`src/rtl/efe_pkg.sv`:
```
// Shared types and constants for the escaped frame encoder.
`timescale 1ns / 1ps

package efe_pkg;

   localparam logic [7:0] START_BYTE = 8'h7E;
   localparam logic [7:0] ESC_BYTE   = 8'h7D;
   localparam logic [7:0] XON_BYTE   = 8'h11;
   localparam logic [7:0] XOFF_BYTE  = 8'h13;
   localparam logic [7:0] ESC_MASK   = 8'h20;
   localparam logic [7:0] CSUM_BASE  = 8'hFF;

   typedef struct packed {
      logic [7:0]  data_byte;
      logic [15:0] frame_length;
   } req_type;

   typedef struct packed {
      logic [7:0] out_byte;
      logic       run_last;
      logic       frame_end;
   } rsp_type;

   typedef struct packed {
      logic        has_hdr;
      logic [15:0] len;
      logic        has_data;
      logic [7:0]  data;
      logic        has_csum;
      logic [7:0]  csum;
   } job_type;

   typedef enum logic [2:0] {
      STEP_FIRST,
      STEP_START,
      STEP_LEN_HI,
      STEP_LEN_LO,
      STEP_DATA,
      STEP_CSUM
   } step_type;

endpackage

```
`src/rtl/efe_front.sv`:
```
// Front end: tracks frame position and checksum, turns each request into a job.
`timescale 1ns / 1ps

module efe_front (
   input  logic             clock,
   input  logic             reset,
   input  logic             accept,
   input  efe_pkg::req_type req,
   output efe_pkg::job_type job
);

   logic        in_frame_ff, in_frame_in;
   logic [15:0] bytes_left_ff, bytes_left_in;
   logic [7:0]  running_sum_ff, running_sum_in;

   logic [15:0] left_base;
   logic [15:0] left_next;
   logic [7:0]  sum_base;
   logic [7:0]  sum_next;
   logic        zero_len;

   always_comb begin
      zero_len  = !in_frame_ff && (req.frame_length == 16'd0);
      left_base = in_frame_ff ? bytes_left_ff : req.frame_length;
      sum_base  = in_frame_ff ? running_sum_ff : 8'd0;
      left_next = left_base - 16'd1;
      sum_next  = sum_base + req.data_byte;

      job.has_hdr  = !in_frame_ff;
      job.len      = req.frame_length;
      job.has_data = !zero_len;
      job.data     = req.data_byte;
      job.has_csum = zero_len || (left_next == 16'd0);
      job.csum     = zero_len ? efe_pkg::CSUM_BASE : (efe_pkg::CSUM_BASE - sum_next);

      in_frame_in    = in_frame_ff;
      bytes_left_in  = bytes_left_ff;
      running_sum_in = running_sum_ff;
      if (accept && !zero_len) begin
         if (left_next == 16'd0) begin
            in_frame_in    = 1'b0;
            bytes_left_in  = 16'd0;
            running_sum_in = 8'd0;
         end else begin
            in_frame_in    = 1'b1;
            bytes_left_in  = left_next;
            running_sum_in = sum_next;
         end
      end
   end

   always_ff @(posedge clock) begin
      if (reset) begin
         in_frame_ff    <= 1'b0;
         bytes_left_ff  <= 16'd0;
         running_sum_ff <= 8'd0;
      end else begin
         in_frame_ff    <= in_frame_in;
         bytes_left_ff  <= bytes_left_in;
         running_sum_ff <= running_sum_in;
      end
   end

endmodule

```
`src/rtl/efe_queue.sv`:
```
// Job queue between the front end and the byte sequencer.
`timescale 1ns / 1ps

module efe_queue #(
   parameter int DEPTH = 4
) (
   input  logic             clock,
   input  logic             reset,
   input  logic             wr_en,
   input  efe_pkg::job_type wr_job,
   output logic             full,
   input  logic             rd_en,
   output efe_pkg::job_type rd_job,
   output logic             rd_valid
);

   localparam int PW = (DEPTH > 1) ? $clog2(DEPTH) : 1;
   localparam int CW = $clog2(DEPTH + 1);
   localparam logic [PW-1:0] LAST_PTR = PW'(DEPTH - 1);
   localparam logic [CW-1:0] FULL_CNT = CW'(DEPTH);

   efe_pkg::job_type mem_ff [DEPTH];
   logic [PW-1:0] wr_ptr_ff, wr_ptr_in;
   logic [PW-1:0] rd_ptr_ff, rd_ptr_in;
   logic [CW-1:0] count_ff, count_in;

   assign full     = (count_ff == FULL_CNT);
   assign rd_valid = (count_ff != '0);
   assign rd_job   = mem_ff[rd_ptr_ff];

   always_comb begin
      wr_ptr_in = wr_ptr_ff;
      rd_ptr_in = rd_ptr_ff;
      count_in  = count_ff;
      if (wr_en) begin
         wr_ptr_in = (wr_ptr_ff == LAST_PTR) ? '0 : wr_ptr_ff + PW'(1);
      end
      if (rd_en) begin
         rd_ptr_in = (rd_ptr_ff == LAST_PTR) ? '0 : rd_ptr_ff + PW'(1);
      end
      if (wr_en && !rd_en) begin
         count_in = count_ff + CW'(1);
      end else if (!wr_en && rd_en) begin
         count_in = count_ff - CW'(1);
      end
   end

   always_ff @(posedge clock) begin
      if (wr_en) begin
         mem_ff[wr_ptr_ff] <= wr_job;
      end
   end

   always_ff @(posedge clock) begin
      if (reset) begin
         wr_ptr_ff <= '0;
         rd_ptr_ff <= '0;
         count_ff  <= '0;
      end else begin
         wr_ptr_ff <= wr_ptr_in;
         rd_ptr_ff <= rd_ptr_in;
         count_ff  <= count_in;
      end
   end

endmodule

```
`src/rtl/efe_back.sv`:
```
// Back end: walks each job byte by byte, inserts escapes, holds the output register.
`timescale 1ns / 1ps

module efe_back (
   input  logic             clock,
   input  logic             reset,
   input  logic             job_valid,
   input  efe_pkg::job_type job,
   output logic             job_pop,
   output logic             empty,
   input  logic             pop,
   output efe_pkg::rsp_type rsp
);

   efe_pkg::step_type step_ff, step_in;
   efe_pkg::step_type cur_step;
   logic              esc_ff, esc_in;
   logic              out_valid_ff, out_valid_in;
   efe_pkg::rsp_type  out_ff, out_in;

   logic       load_ok;
   logic       advance;
   logic [7:0] cur_byte;
   logic       stuff;
   logic       step_done;
   logic       last_step;

   assign load_ok = !out_valid_ff || pop;
   assign advance = job_valid && load_ok;
   assign empty   = !out_valid_ff;
   assign rsp     = out_ff;

   always_comb begin
      cur_step = step_ff;
      if (step_ff == efe_pkg::STEP_FIRST) begin
         cur_step = job.has_hdr ? efe_pkg::STEP_START : efe_pkg::STEP_DATA;
      end
      case (cur_step)
         efe_pkg::STEP_START:  cur_byte = efe_pkg::START_BYTE;
         efe_pkg::STEP_LEN_HI: cur_byte = job.len[15:8];
         efe_pkg::STEP_LEN_LO: cur_byte = job.len[7:0];
         efe_pkg::STEP_DATA:   cur_byte = job.data;
         efe_pkg::STEP_CSUM:   cur_byte = job.csum;
         default:              cur_byte = job.data;
      endcase
      stuff = (cur_step != efe_pkg::STEP_START) &&
              (cur_byte inside {efe_pkg::START_BYTE, efe_pkg::ESC_BYTE,
                                efe_pkg::XON_BYTE, efe_pkg::XOFF_BYTE});
      step_done = esc_ff || !stuff;
      last_step = (cur_step == efe_pkg::STEP_CSUM) ||
                  ((cur_step == efe_pkg::STEP_DATA) && !job.has_csum);
      job_pop   = advance && step_done && last_step;
   end

   // next step
   always_comb begin
      step_in = step_ff;
      esc_in  = esc_ff;
      if (advance) begin
         esc_in = !step_done;
         if (step_done) begin
            if (last_step) begin
               step_in = efe_pkg::STEP_FIRST;
            end else begin
               case (cur_step)
                  efe_pkg::STEP_START:  step_in = efe_pkg::STEP_LEN_HI;
                  efe_pkg::STEP_LEN_HI: step_in = efe_pkg::STEP_LEN_LO;
                  efe_pkg::STEP_LEN_LO: step_in = job.has_data ? efe_pkg::STEP_DATA
                                                               : efe_pkg::STEP_CSUM;
                  efe_pkg::STEP_DATA:   step_in = efe_pkg::STEP_CSUM;
                  default:              step_in = efe_pkg::STEP_FIRST;
               endcase
            end
         end else begin
            step_in = cur_step;
         end
      end
   end

   // output register
   always_comb begin
      out_valid_in = out_valid_ff;
      out_in       = out_ff;
      if (advance) begin
         out_valid_in     = 1'b1;
         out_in.out_byte  = esc_ff ? (cur_byte ^ efe_pkg::ESC_MASK)
                                   : (stuff ? efe_pkg::ESC_BYTE : cur_byte);
         out_in.run_last  = step_done && last_step;
         out_in.frame_end = step_done && (cur_step == efe_pkg::STEP_CSUM);
      end else if (pop) begin
         out_valid_in = 1'b0;
      end
   end

   always_ff @(posedge clock) begin
      if (reset) begin
         step_ff      <= efe_pkg::STEP_FIRST;
         esc_ff       <= 1'b0;
         out_valid_ff <= 1'b0;
      end else begin
         step_ff      <= step_in;
         esc_ff       <= esc_in;
         out_valid_ff <= out_valid_in;
      end
   end

   always_ff @(posedge clock) begin
      out_ff <= out_in;
   end

endmodule

```
`src/rtl/escaped_frame_encoder_core.sv`:
```
// Top level of the escaped frame encoder.
`timescale 1ns / 1ps

// Byte-stuffed frame encoder with length header and checksum.
// Requests: one payload byte each, taken at a clock edge where push is high
// and full is low. frame_length is read only on the first byte of a frame.
// Results: one wire byte each, on rsp_data while empty is low, taken at an
// edge where pop is high. A frame's first byte yields 0x7E and the 16-bit
// length; its last byte is followed by the checksum (frame_end set). Length,
// payload and checksum bytes of value 0x7E, 0x7D, 0x11 or 0x13 go out as
// 0x7D and the byte XOR 0x20. run_last marks the last byte of a request.
// The first wire byte of a request passes through the job queue and the output
// register before it is shown. The sequencer emits one wire byte per cycle while
// the output register is empty or popped, and a request yields one wire byte (two
// for an escaped byte, up to nine for a frame's first/last byte); a job queue of
// QUEUE_DEPTH entries absorbs the difference. When pop stays low the output
// register holds, the queue fills and full rises. Reset clears the frame
// state, the queue and the output register's valid flag.
module escaped_frame_encoder_core #(
   parameter int QUEUE_DEPTH = 4
) (
   input  logic             clock,
   input  logic             reset,
   input  logic             push,
   output logic             full,
   input  efe_pkg::req_type req_data,
   output logic             empty,
   input  logic             pop,
   output efe_pkg::rsp_type rsp_data
);

   efe_pkg::job_type front_job;
   efe_pkg::job_type head_job;
   logic             accept;
   logic             head_valid;
   logic             head_pop;

   assign accept = push && !full;

   efe_front u_front (
      .clock (clock),
      .reset (reset),
      .accept(accept),
      .req   (req_data),
      .job   (front_job)
   );

   efe_queue #(
      .DEPTH(QUEUE_DEPTH)
   ) u_queue (
      .clock   (clock),
      .reset   (reset),
      .wr_en   (accept),
      .wr_job  (front_job),
      .full    (full),
      .rd_en   (head_pop),
      .rd_job  (head_job),
      .rd_valid(head_valid)
   );

   efe_back u_back (
      .clock    (clock),
      .reset    (reset),
      .job_valid(head_valid),
      .job      (head_job),
      .job_pop  (head_pop),
      .empty    (empty),
      .pop      (pop),
      .rsp      (rsp_data)
   );

endmodule
```
`config.mk`:
```
export PLATFORM = sky130hd
export DESIGN_NAME = escaped_frame_encoder_core
export DESIGN_NICKNAME = d
export VERILOG_FILES = /design/src/rtl/efe_pkg.sv /design/src/rtl/efe_front.sv /design/src/rtl/efe_queue.sv /design/src/rtl/efe_back.sv /design/src/rtl/escaped_frame_encoder_core.sv
export SDC_FILE = /design/constraint.sdc
export NUM_CORES = 1
export LEC_CHECK = 0
export BUFFER_PORTS_ARGS = -buffer_cell sky130_fd_sc_hd__buf_2
export CAP_MARGIN = 25
export CORE_MARGIN = 5
export CORE_UTILIZATION = 30
export CTS_CLUSTER_DIAMETER = 200
export DETAILED_ROUTE_END_ITERATION = 10
export GPL_ROUTABILITY_DRIVEN = 0
export PLACE_DENSITY_LB_ADDON = 0.2
export SKIP_LAST_GASP = 1
export SLEW_MARGIN = 20
export SYNTH_ARGS = -nofsm -noshare
export SYNTH_HDL_FRONTEND = slang
export SYNTH_HIERARCHICAL = 1
export SYNTH_SLANG_ARGS = --single-unit
```
`constraint.sdc`:
```
create_clock -name clock -period 12.8 [get_ports clock]
set_input_delay 0.64 -clock clock [delete_from_list [all_inputs] [get_ports clock]]
set_output_delay 0.64 -clock clock [all_outputs]
set_load 0.005 [all_outputs]
```
# Word-level counts from Yosys, hierarchy flattened
# Memory sizes are Yosys's and may differ from the RTL's. A register that Yosys moved wholly into a read port is not among the register bits.
# Cells that the tools add are included.
# word_totals
input_bits,28
register_bits,47
ram_bits,140
wordCells,91
mem_count,1
output_inout_bits,12
# op_classes
muxes,25
addsub,7
reduce_logical,32
eq_ne,13
bitwise_logic,1
# memory_table
name,words,width,read_ports,rd_ports_with_merged_regs,wr,line,text
u_queue.mem_ff,4,35,1,1,1,efe_queue.sv:22,efe_pkg::job_type mem_ff [DEPTH];
# ops
op,count
two-way mux 8 bit,5
zero test 16 bit,2
two-way mux 16 bit,2
one-hot mux 8 bit (4 select lines),1
two-way mux 3 bit,6
"== test 8 x 5 -> 1 bit, second input constant",2
"== test 8 x 7 -> 1 bit, second input constant",2
"subtractor 16 x 1 -> 16 bit, second input constant",1
logical AND 1 bit,12
one-hot mux 3 bit (4 select lines),1
"== test 3 bit, second input constant",3
zero test 1 bit,9
adder 8 bit,1
two-way mux 2 bit,4
"subtractor 8 bit, first input constant",1
"== test 3 x 2 -> 1 bit, second input constant",2
two-way mux 1 bit,6
"adder 2 x 1 -> 2 bit, second input constant",2
"== test 2 bit, second input constant",2
logical OR 1 bit,4
nonzero test 2 bit,2
nonzero test 4 bit,1
"adder 3 x 1 -> 3 bit, second input constant",1
"== test 3 x 1 -> 1 bit, second input constant",1
other kinds (5),5

# Longest topological paths before layout
# Gate-level depths: netlist of run 1.
# logic_depth
ltp_word,14
depth_mapped,17
mapped_depth_nobuf,15

# Modules after synthesis
# Netlist of run 1, hierarchy kept.
# by_module_without_submodules
mod,cells_per_inst,area_each_um2,instances,seq_area_each_um2
efe_queue,227,5544.1,1,4384.2
efe_front,351,2643.8,1,500.5
efe_back,123,1176.1,1,400.4
escaped_frame_encoder_core,1,13.8,1,0.0

# Worst setup path after synthesis of run 1
# OpenSTA, ideal clock, no wires.
# synth_path
kind,flip-flop to flip-flop
start,register u_front.in_frame_ff
end,"memory u_queue/mem_ff[0][8] (netlist name), data pin"
synth_period_minus_slack_ns,4.195
t_arrival_ns,3.994
path_buffers,8
path_slack_ns,8.605
path_stages_with_launch,17
setup_time_ns,0.201
cell_sequence,dfxtp_1 > buf_4 > buf_4 > clkbuf_1 > clkbuf_1 > clkbuf_1 > mux2i_1 > ha_1 > clkbuf_1 > nand2_1 > or3_1 > buf_2 > xor2_1 > o31a_1 > clkbuf_1 > and2_1 > o21ai_0
# synth_rtl
item,line,text
from (decl),efe_front.sv:12,"logic in_frame_ff, in_frame_in;"
from (signal assigned),efe_front.sv:58,in_frame_ff <= in_frame_in;
to (decl),efe_queue.sv:22,

==> results of run 1 <==
## Yosys cell counts, types with 16 or more instances
library cell	number
dfxtp_1	39
clkbuf_1	16
inv_1	20
a21oi_1	27
nor3_1	23
mux4_2	30
and2_1	16
o21ai_0	18
nand2_1	45
edfxtp_1	150
mux2i_1	24
xnor2_1	16
buf_4	26
nor2_1	44
## power by group
part / switching (mW) / internal [mW]
Combinational: 0.381 / 0.274
Clock: 0.245 / 0.295
Sequential: 0.0531 / 0.785
Total: 0.679 / 1.35
## layout make-up
cell class                      count  area (um^2)  area share [%]
Clock buffer                       17          425            4.12
Clock inverter                     14          176            1.71
Inverter                           22         82.6           0.800
Sequential cell                   189         5290            51.2
Tap cell                          396          495            4.80
Multi-Input combinational cell    434         3600            34.9
Timing Repair Buffer               48          263            2.54
## cell families after synthesis
logic type      Yosys count  share of synthesized area (%)
simple gates            214                           13.1
flops                   189                           56.4
compound gates          108                           8.11
buf+inv                  79                           5.30
mux                      65                           11.9
xor+xnor                 30                           2.80
fa+ha+maj                17                           2.43
## worst max-delay path by stage
stage                              from              endpoint  slack, ns  depth (start not counted)
CTS                            register   u_queue/count_ff[2]       8.21                         16
floorplan           u_front/in_frame_ff  u_queue/mem_ff[0][8]       8.60                         16
finish                         register   u_queue/count_ff[2]       8.27                         16
detailed placement             register   u_queue/count_ff[2]       8.23                         16
global route                   register   u_queue/count_ff[2]       7.91                         16
global placement               register   u_queue/count_ff[2]       8.37                         16
## state kept, by name (all words and copies together), names as in the netlist, named ones only
register                count
u_back/esc_ff               1
u_back/out_valid_ff         1
u_back/rsp                 10
u_back/step_ff              3
u_front/bytes_left_ff      16
u_front/in_frame_ff         1
u_front/running_sum_ff      8
u_queue/count_ff            3
u_queue/mem_ff            140
u_queue/rd_ptr_ff           2
u_queue/wr_ptr_ff           2
## through the flow
step | area [um^2] | total power [mW] | worst slack (ns) | instances | util, %
finish | 10300 | 2.03 | 8.27 | 1120 | 33.6
global route | 10300 | 2.15 | 7.91 | 1120 | 33.6
CTS | 10300 | 2.06 | 8.21 | 1120 | 33.6
detailed placement | 9730 | 1.51 | 8.23 | 1089 | 31.6
global placement | 9730 | 1.50 | 8.37 | 1089 | 31.6
floorplan | 9380 | 1.36 | 8.60 | 702 | -
## metal layers
metal  vias to the layer above  GRT usage (%)  share of wire [%]
li1                       2670              -                  -
met1                      2865           16.7                 47
met2                       152           20.1                 48
met3                        22           2.62                4.0
met4                         0           2.90               0.94
met5                         -              0                  0
## tightest hold or removal path, cell delays in order, from the launching register on
cell	delay (ns)
dfxtp_1	0.31
nand2_1	0.05
a21oi_1	0.05
==> metrics.yaml, run 1 <==
status:
  outcome: "completed"
clocking:
  clkSinkCount: 189
  cts_buffers: 17
  root_buffer: "clkbuf_16"
  cts_hold_buf: 0
  postCtsResizedCells: 0
  clkTransAtPathRegs_ns: 0.07
  tritoncts: "yes"
  clk_latency_ns: 0.43
  h-tree-depth: 4
  clockBufferDepth: 2
  cts_setup_buffers: 0
yosys:
  synth_top_area_share_pct: 48.0
  yosysTopAreaCell: "edfxtp_1"
  syn_inst: 702
  avgSynthCellArea_um2: 13.4
  yosysWarnings: 6
  synth-edff-count: 150
  ys_types: 90
  synth_fp_nets: 747
  ys_seq_area_share_pct: 56.4
  synth_seq_cells: 189
  ys.flop_type: "edfxtp_1"
  synthArstFlopShare_pct: 0
  syn_area_um2: 9380
  synthTopCellsByArea: "edfxtp_1 (48%), dfxtp_1 (8.3%), mux4_2 (7.2%), mux2i_1 (2.6%), buf_4 (2.1%)"
pwr:
  powerDensity_nw_per_um2: 197
  irDropWorstVdd_v: 0.0000796
  p_leak_nw: 3.52
finish:
  final_common_cell: "edfxtp_1"
  drive_gt1_share_pct: 19.2
  n_antenna_cell: 0
  area_growth_pct: 10.1
  nets: 757
  fillCellCount: 3047
  final_cell_mix: "edfxtp_1 (150), nand2_1 (45), nor2_1 (44)"
global_routing:
  gr-usage-all-layers_pct: 12.2
  grt-ovfl-total: 0
  grt_start_max_net_pins: 51
  grt_pass1_wl_um: 33400
  grt_pass1_vias: 5752
  antenna_found_initial: 0
critical_path:
  path_buf_inv: 3
  cp_slowest_cell: "mux4_2"
  critPathKind: "register to register"
  cp-end-kind: "register"
  cp.arrival_ns: 4.89
  reg2regPathDepth: 16
  crit_path_cell_trace: "buf_4, mux4_2, o21ba_1, or3_1, a22o_1, nor4_4, nand2_1, nand2_1, nor3_1, inv_1, ha_1, inv_1, fa_1, xor2_1, or3_1, a21oi_1"
  cp.required_ns: 13.16
  r2r_setup_slack_ns: 8.27
  crit_path_start_kind: "register"
  critPathMaxStageDelay_ns: 0.67
  crit_path_max_fanout: 35
  r2r_end: "u_queue/count_ff[2]"
  crit_family: "simple AND/OR/NAND/NOR gates"
floorplan:
  num_rows: 64
  initial_core_util_pct: 30.5
  die_area_um2: 34900
  die_h_um: 187
  pin_count: 40
  placeableCoreArea_um2: 30700
  die_x_um: 187
routing:
  drt_iter0_drc: 422
  routedWlPerCell_um: 19.1
  postRouteAntennaNets: 0
  vias: 5709
  dr.pass1.iters: 6
  drc: 0
  viasPerCell: 5.10
  wl_um: 21300
sta:
  fin_crit_ns: 4.53
  maxSlewViolCount: 0
  fin_crit_sh_pct: 35.4
  max_freq_mhz: 221
  worst_slew_pin_slew_ns: 0.956
  setup_viol_count_final: 0
  tns_ns: 0
  fin_hold_ws_ns: 0.457
  hold_viol_final: 0
  slew-limit-headroom_pct: 36.3
  skew_ns: 0.0102
  rsz0062_at_grt: "no"
place:
  port_buffers: 39
  dp_hpwl_um: 14000
hold_path:
  min_path_type: "register to register"
  holdCritStartpoint: "u_front/bytes_left_ff[15]"
  hold_path_end: "u_front/bytes_left_ff[15]"
  holdPathStages: 2
job:
  cap_violations: 0
Note: power is estimated with default switching activity, not from simulation.
==> run 2: changes to the inputs <==
- ABC_AREA: default -> 1
- clock period: 12.8 -> 4.7 ns (I/O delays scaled with it)
==> run 2 against run 1 <==
Routed wire length rose by 5.5%. Non-clock buffer count unchanged. Total power rose to 2.8 times the previous value. Fmax rose by 24%. Setup slack got worse by 7.2 ns. Via count rose by 12%. Worst hold slack got worse by 0.42 ns. Largest power group unchanged. Count of clock-buffer cells in the layout increased by 1.
==> metrics.yaml, run 2 <==
hold_path:
  min_path_type: "input pin to register"  # was register to register
yosys:
  synth_seq_cells: 189  # unchanged
  synthArstFlopShare_pct: 0  # unchanged
  synthTopCellsByCount: "nand2_1 (206), edfxtp_1 (150), nor2_1 (120), inv_1 (75), o21ai_0 (45)"  # was edfxtp_1 (150), nand2_1 (45), nor2_1 (44), dfxtp_1 (39), mux4_2 (30)
  synthTopCellsByArea: "edfxtp_1 (49%), dfxtp_1 (8.4%), nand2_1 (8.3%), nor2_1 (4.9%), inv_1 (3.0%)"  # was edfxtp_1 (48%), dfxtp_1 (8.3%), mux4_2 (7.2%), mux2i_1 (2.6%), buf_4 (2.1%)
  avgSynthCellArea_um2: 9.65  # was 13.4 um^2
  syn_area_um2: 9270  # was 9380 um^2
  syn_inst: 961  # was 702
  ys_types: 44  # was 90
  yosysWarnings: 6  # unchanged
  synth_top_area_share_pct: 48.6  # was 48.0%
  ys_seq_area_share_pct: 57.0  # was 56.4%
  ys.flop_type: "edfxtp_1"  # unchanged
  synth_fp_nets: 1006  # was 747
  yosysMostFrequentCell: "nand2_1"  # was edfxtp_1
  synth-edff-count: 150  # unchanged
  yosysTopAreaCell: "edfxtp_1"  # unchanged
critical_path:
  cp-end-kind: "register"  # unchanged
  cp_slowest_cell: "buf_4"  # was mux4_2
  cp.required_ns: 5.03  # was 13.16 ns
  cp.arrival_ns: 3.99  # was 4.89 ns
  path_buf_inv: 5  # was 3
  r2r_setup_slack_ns: 1.04  # was 8.27 ns
  crit_path_start_kind: "register"  # unchanged
  crit_cells: 24  # was 16
  path_common_cell: "nand2_1"
  crit_family: "simple AND/OR/NAND/NOR gates"  # unchanged
  r2r_end: "u_queue/count_ff[2]"  # unchanged
  reg2regPathDepth: 24  # was 16
  critPathKind: "register to register"  # unchanged
  crit_path_cell_trace: "buf_4, o21ai_1, o22ai_1, nand2_1, nand3_2, nand2_2, nand2_1, nand2_1, nor2_1, nand3_1, nand2_1, nand3_4, nand2_4, nor2_1, inv_1, ha_1, inv_1, fa_1, inv_1, nand2_1, nand3_1, nand2_1, inv_1, nor2_1"  # was buf_4, mux4_2, o21ba_1, or3_1, a22o_1, nor4_4, nand2_1, nand2_1, nor3_1, inv_1, ha_1, inv_1, fa_1, xor2_1, or3_1, a21oi_1
  crit_path_max_fanout: 70  # was 35
  endpoint: "u_queue/count_ff[2]"  # unchanged
  critPathMaxStageDelay_ns: 0.58  # was 0.67 ns
sta:
  maxSlewViolCount: 0  # unchanged
  fin_hold_ws_ns: 0.0335  # was 0.457 ns
  hold_viol_final: 0  # unchanged
  max_freq_mhz: 273  # was 221 MHz
  worst_slew_pin_slew_ns: 0.995  # was 0.956 ns
  skew_ns: 0.0131  # was 0.0102 ns
  setup_viol_count_final: 0  # unchanged
  rsz0062_at_grt: "no"  # unchanged
  slew-limit-headroom_pct: 33.6  # was 36.3%
  fin_crit_ns: 3.66  # was 4.53 ns
  fin_crit_sh_pct: 77.9  # was 35.4%
  tns_ns: 0  # unchanged
routing:
  vias: 6408  # was 5709
  met2_length_um: 10200  # about the same
  wl_met3_um: 760  # was 861 um
  routedWlPerCell_um: 16.4  # was 19.1 um
  wl_um: 22500  # was 21300 um
  drc: 0  # unchanged
  wl_met1_um: 11200  # was 10100 um
  drt_iter0_drc: 429  # was 422
  dr.pass1.iters: 5  # was 6
  dr.max_layer_used: "met4"  # unchanged
  postRouteAntennaNets: 0  # unchanged
  viasPerCell: 4.67  # was 5.10
floorplan:
  die_area_um2: 34500  # was 34900 um^2
  initial_core_util_pct: 30.3  # was 30.5%
  die_x_um: 186  # was 187 um
  placeableCoreArea_um2: 30600  # was 30700 um^2
  num_rows: 64  # unchanged
  die_h_um: 186  # was 187 um
  pin_count: 40  # unchanged
finish:
  largest_reg_flops: 140  # unchanged
  final_common_cell: "nand2_1"  # was edfxtp_1
  nets: 1010  # was 757
  top_register: "u_queue/mem_ff"  # unchanged
  n_antenna_cell: 0  # unchanged
  utilization_pct: 33.1  # was 33.6%
  final_cell_mix: "nand2_1 (206), edfxtp_1 (150), nor2_1 (120)"  # was edfxtp_1 (150), nand2_1 (45), nor2_1 (44)
  drive_gt1_share_pct: 15.5  # was 19.2%
  fillCellCount: 3184  # was 3047
  area_growth_pct: 9.34  # was 10.1%
clocking:
  cts_hold_buf: 0  # unchanged
  root_buffer: "clkbuf_16"  # unchanged
  clkTransAtPathRegs_ns: 0.07  # about the same
  clk_latency_ns: 0.44  # was 0.43 ns
  clockBufferDepth: 2  # unchanged
  clkSinkCount: 189  # unchanged
  postCtsResizedCells: 0  # unchanged
  tritoncts: "yes"  # unchanged
  cts_buffers: 17  # unchanged
  cts_setup_buffers: 0  # unchanged
  h-tree-depth: 4  # unchanged
global_routing:
  gr-usage-all-layers_pct: 13.3  # was 12.2%
  antenna_found_initial: 0  # unchanged
  grt_pass1_vias: 6161  # was 5752
  grt_pass1_wl_um: 35200  # was 33400 um
  grt-ovfl-total: 0  # unchanged
  grt_start_max_net_pins: 71  # was 51
pwr:
  p_leak_nw: 3.97  # was 3.52 nW
  powerDensity_nw_per_um2: 559  # was 197 nW/um^2
  irDropWorstVdd_v: 0.000274  # was 0.0000796 V
place:
  port_buffers: 39  # unchanged
  dp_hpwl_um: 14500  # was 14000 um
status:
  outcome: "completed"  # unchanged
job:
  cap_violations: 0  # unchanged
[run 2: cell count changes in the layout (fill, tap and decap cells not counted), moves of 15 or more]
cell / before / now
nand2_2: 1 / 21
nand4_1: 2 / 19
mux2i_1: 24 / 0
and2_1: 16 / 1
nand2_1: 45 / 206
o21ai_1: 1 / 35
o22ai_1: 5 / 35
inv_1: 20 / 75
o21ai_0: 17 / 45
mux4_2: 30 / 0
nor2_1: 44 / 120
nand3_1: 9 / 29
nor3_1: 23 / 3
[run 2: routing by layer]
metal / vias up / GRT usage, %
met5: - / 0
li1: 3236 / -
met2: 103 / 20.8
met4: 0 / 3.99
met3: 22 / 2.64
met1: 3047 / 18.8
[run 2: how the worst min path moves through the flow]
stage	start	end	slack [ns]	depth (start not counted)
floorplan	reset	u_back/out_valid_ff	0.30	1
global placement	u_front/running_sum_ff[0]	u_front/running_sum_ff[0]	0.45	2
detailed placement	u_front/bytes_left_ff[8]	u_front/bytes_left_ff[8]	0.46	2
CTS	req_data[19]	u_queue/mem_ff[0][12]	0.02	1
global route	req_data[19]	u_queue/mem_ff[0][12]	0.02	1
finish	req_data[19]	u_queue/mem_ff[0][12]	0.03	1
[run 2: logic make-up after synthesis]
group	share of synthesized area (%)
flops	57.0
simple gates	21.2
fa+ha+maj	2.46
buf+inv	8.37
xor+xnor	0.850
compound gates	10.1
[run 2: final cells by class]
cell class	count	area [um^2]	share of cell area [%]
clock buffer	18	429	4.23
clock inverter	13	131	1.30
tap	396	495	4.89
inverter	85	322	3.17
multi-input combinational	624	3210	31.7
timing repair buffer	48	263	2.59
sequential	189	5290	52.1
[run 2: power breakdown]
| part | internal, mW | switching (mW) | total (mW) |
|---|---|---|---|
| registers | 2.13 | 0.116 | 2.24 |
| logic | 0.592 | 1.43 | 2.03 |
| clock network | 0.742 | 0.658 | 1.40 |
| total | 3.46 | 2.21 | 5.67 |
[run 2: through the flow]
stage,area (um^2),instances,setup WS (ns),power (mW)
2_1_floorplan,9270,961,1.69,3.79
3_3_place_gp,9580,1342,1.14,4.33
3_5_place_dp,9580,1342,1.03,4.33
4_1_cts,10100,1373,1.01,5.75
5_1_grt,10100,1373,0.629,6.09
6_report,10100,1373,1.04,5.67
==> run 3: changes to the inputs <==
- clock period: 4.7 -> 3.5 ns (I/O delays scaled with it)
==> run 3 against run 2 <==
Routed wire length hardly changed. Worst hold slack got worse by 0.019 ns. Total power grew 36%. Via count rose by 2.1%. Die area unchanged. Non-clock buffer count grew 20. Combinational power grew 41%. Design area is 1.9% higher. Core utilization grew 0.64 points. Count of clock-buffer cells in the layout shrank 1. Largest cell class unchanged. Largest power group unchanged.
==> metrics.yaml, run 3 (synthesis results as in run 2) <==
sta:
  setup_viol_count_final: 0  # unchanged
  tns_ns: 0  # unchanged
  skew_ns: 0.0102  # was 0.0131 ns
  fin_hold_ws_ns: 0.0147  # was 0.0335 ns
  max_freq_mhz: 315  # was 273 MHz
  fin_ws_ns: 0.326  # was 1.04 ns
  rsz0062_at_grt: "no"  # unchanged
  fin_crit_ns: 3.17  # was 3.66 ns
  slew-limit-headroom_pct: 44.7  # was 33.6%
  fin_crit_sh_pct: 90.7  # was 77.9%
  maxSlewViolCount: 0  # unchanged
  worst_slew_pin_slew_ns: 0.829  # was 0.995 ns
  hold_viol_final: 0  # unchanged
pwr:
  p_leak_nw: 4.08  # was 3.97 nW
  irDropWorstVdd_v: 0.000362  # was 0.000274 V
  powerDensity_nw_per_um2: 745  # was 559 nW/um^2
critical_path:
  crit_path_start_kind: "register"  # unchanged
  cp.arrival_ns: 3.51  # was 3.99 ns
  crit_path_max_fanout: 8  # was 70
  critPathKind: "register to register"  # unchanged
  cp-end-kind: "register"  # unchanged
  cp.required_ns: 3.83  # was 5.03 ns
global_routing:
  grt_pass1_wl_um: 35500  # was 35200 um
  grt_pass1_vias: 6281  # was 6161
  grt_start_max_net_pins: 57  # was 71
  grt-ovfl-total: 0  # unchanged
  gr-usage-all-layers_pct: 13.3  # about the same
  antenna_found_initial: 0  # unchanged
routing:
  routedWlPerCell_um: 16.1  # was 16.4 um
  viasPerCell: 4.69  # was 4.67
  postRouteAntennaNets: 0  # unchanged
  dr.pass1.iters: 5  # unchanged
  drt_iter0_drc: 315  # was 429
  vias: 6544  # was 6408
  wl_um: 22500  # about the same
  drc: 0  # unchanged
clocking:
  h-tree-depth: 4  # unchanged
  root_buffer: "clkbuf_16"  # unchanged
  clockBufferDepth: 2  # unchanged
  tritoncts: "yes"  # unchanged
  cts_buffers: 17  # unchanged
  cts_setup_buffers: 0  # unchanged
  clkTransAtPathRegs_ns: 0.07  # about the same
  clk_latency_ns: 0.43  # was 0.44 ns
  clkSinkCount: 189  # unchanged
status:
  outcome: "completed"  # unchanged
finish:
  nets: 1030  # was 1010
  area_growth_pct: 11.4  # was 9.34%
  drive_gt1_share_pct: 16.3  # was 15.5%
  n_antenna_cell: 0  # unchanged
  largest_reg_flops: 140  # unchanged
  fillCellCount: 3178  # was 3184
  final_cell_mix: "nand2_1 (206), edfxtp_1 (150), nor2_1 (120)"  # unchanged
  top_register: "u_queue/mem_ff"  # unchanged
  final_common_cell: "nand2_1"  # unchanged
floorplan:
  die_h_um: 186  # unchanged
  pin_count: 40  # unchanged
  num_rows: 64  # unchanged
  die_area_um2: 34500  # unchanged
  placeableCoreArea_um2: 30600  # unchanged
  die_x_um: 186  # unchanged
  initial_core_util_pct: 30.3  # unchanged
job:
  cap_violations: 0  # unchanged
place:
  port_buffers: 39  # unchanged
  post-place-ws_ns: 0.351  # was 1.03 ns
  dp_hpwl_um: 15000  # was 14500 um
hold_path:
  min_path_type: "input pin to register"  # unchanged
## run 3: cell count changes in the layout (fill, tap and decap cells not counted), moves of 2 or more
cell	before	now
buf_4	9	18
dlygate4sd3_1	0	9
buf_12	0	2
inv_8	1	3
inv_6	5	2
clkinv_4	4	6
## run 3: worst max-delay path: stages (launching register included)
cell     delay, ns
dfxtp_2       0.41
inv_4         0.06
o21ai_0       0.15
o22ai_1       0.12
buf_4         0.16
nand2_1       0.08
nand3_2       0.09
nand2_2       0.16
nand2_1       0.07
nand2_1       0.13
inv_1         0.07
nand2_1       0.06
nand2_1       0.06
inv_2         0.07
nand3_4       0.12
nand2_4       0.11
nor2_1        0.06
inv_1         0.11
ha_1          0.17
inv_1         0.06
fa_1          0.38
inv_1         0.07
nand2_1       0.07
nand3_1       0.07
nand2_1       0.05
inv_1         0.05
nor2_1        0.04
## run 3: metrics by stage
step / total power, mW / instances / util [%] / cell area [um^2]
global placement: 5.94 / 1353 / 31.7 / 9690
floorplan: 5.09 / 961 / - / 9270
finish: 7.70 / 1394 / 33.8 / 10300
CTS: 7.82 / 1394 / 33.8 / 10300
detailed placement: 5.94 / 1353 / 31.7 / 9690
global route: 8.27 / 1394 / 33.8 / 10300
## run 3: routing by layer
metal  global-route usage (%)  vias to the layer above  wire, um
met5                        0                        -         0
met4                     4.26                        0       371
li1                         -                     3292         -
met1                     18.9                     3140     11200
met2                     21.0                       90     10300
met3                     2.21                       22       636
## run 3: cell type report
type	instances	area, um^2	area share, %
multi-input cells	624	3210	31.1
flip-flops and latches	189	5290	51.2
well taps	396	495	4.79
repair buffers	68	460	4.46
clock inverters	15	133	1.28
inverters	85	322	3.11
clock buffers	17	425	4.12
## run 3: path summary, 6_finish.rpt
path                                                  end                       from  slack [ns]  cells after the start
worst max-delay path                  u_queue/count_ff[2]                   register        0.33                     26
worst min-delay path                u_queue/mem_ff[3][14]               req_data[21]        0.01                      1
worst max register to register        u_queue/count_ff[2]                   register        0.33                     26
worst min register to register  u_front/bytes_left_ff[13]  u_front/bytes_left_ff[13]        0.47                      2
## run 3: power breakdown
| group | switching [mW] | internal, mW |
|---|---|---|
| Clock | 0.907 | 0.934 |
| Combinational | 1.96 | 0.893 |
| Sequential | 0.143 | 2.86 |
| Total | 3.01 | 4.69 |
## run 3: repair_timing
item                                    4_1_cts  5_1_grt
hold endpoints to repair                     30        0
endpoints found under the setup margin        0        1
hold buffers                                  9        0
resized for setup                             0        1
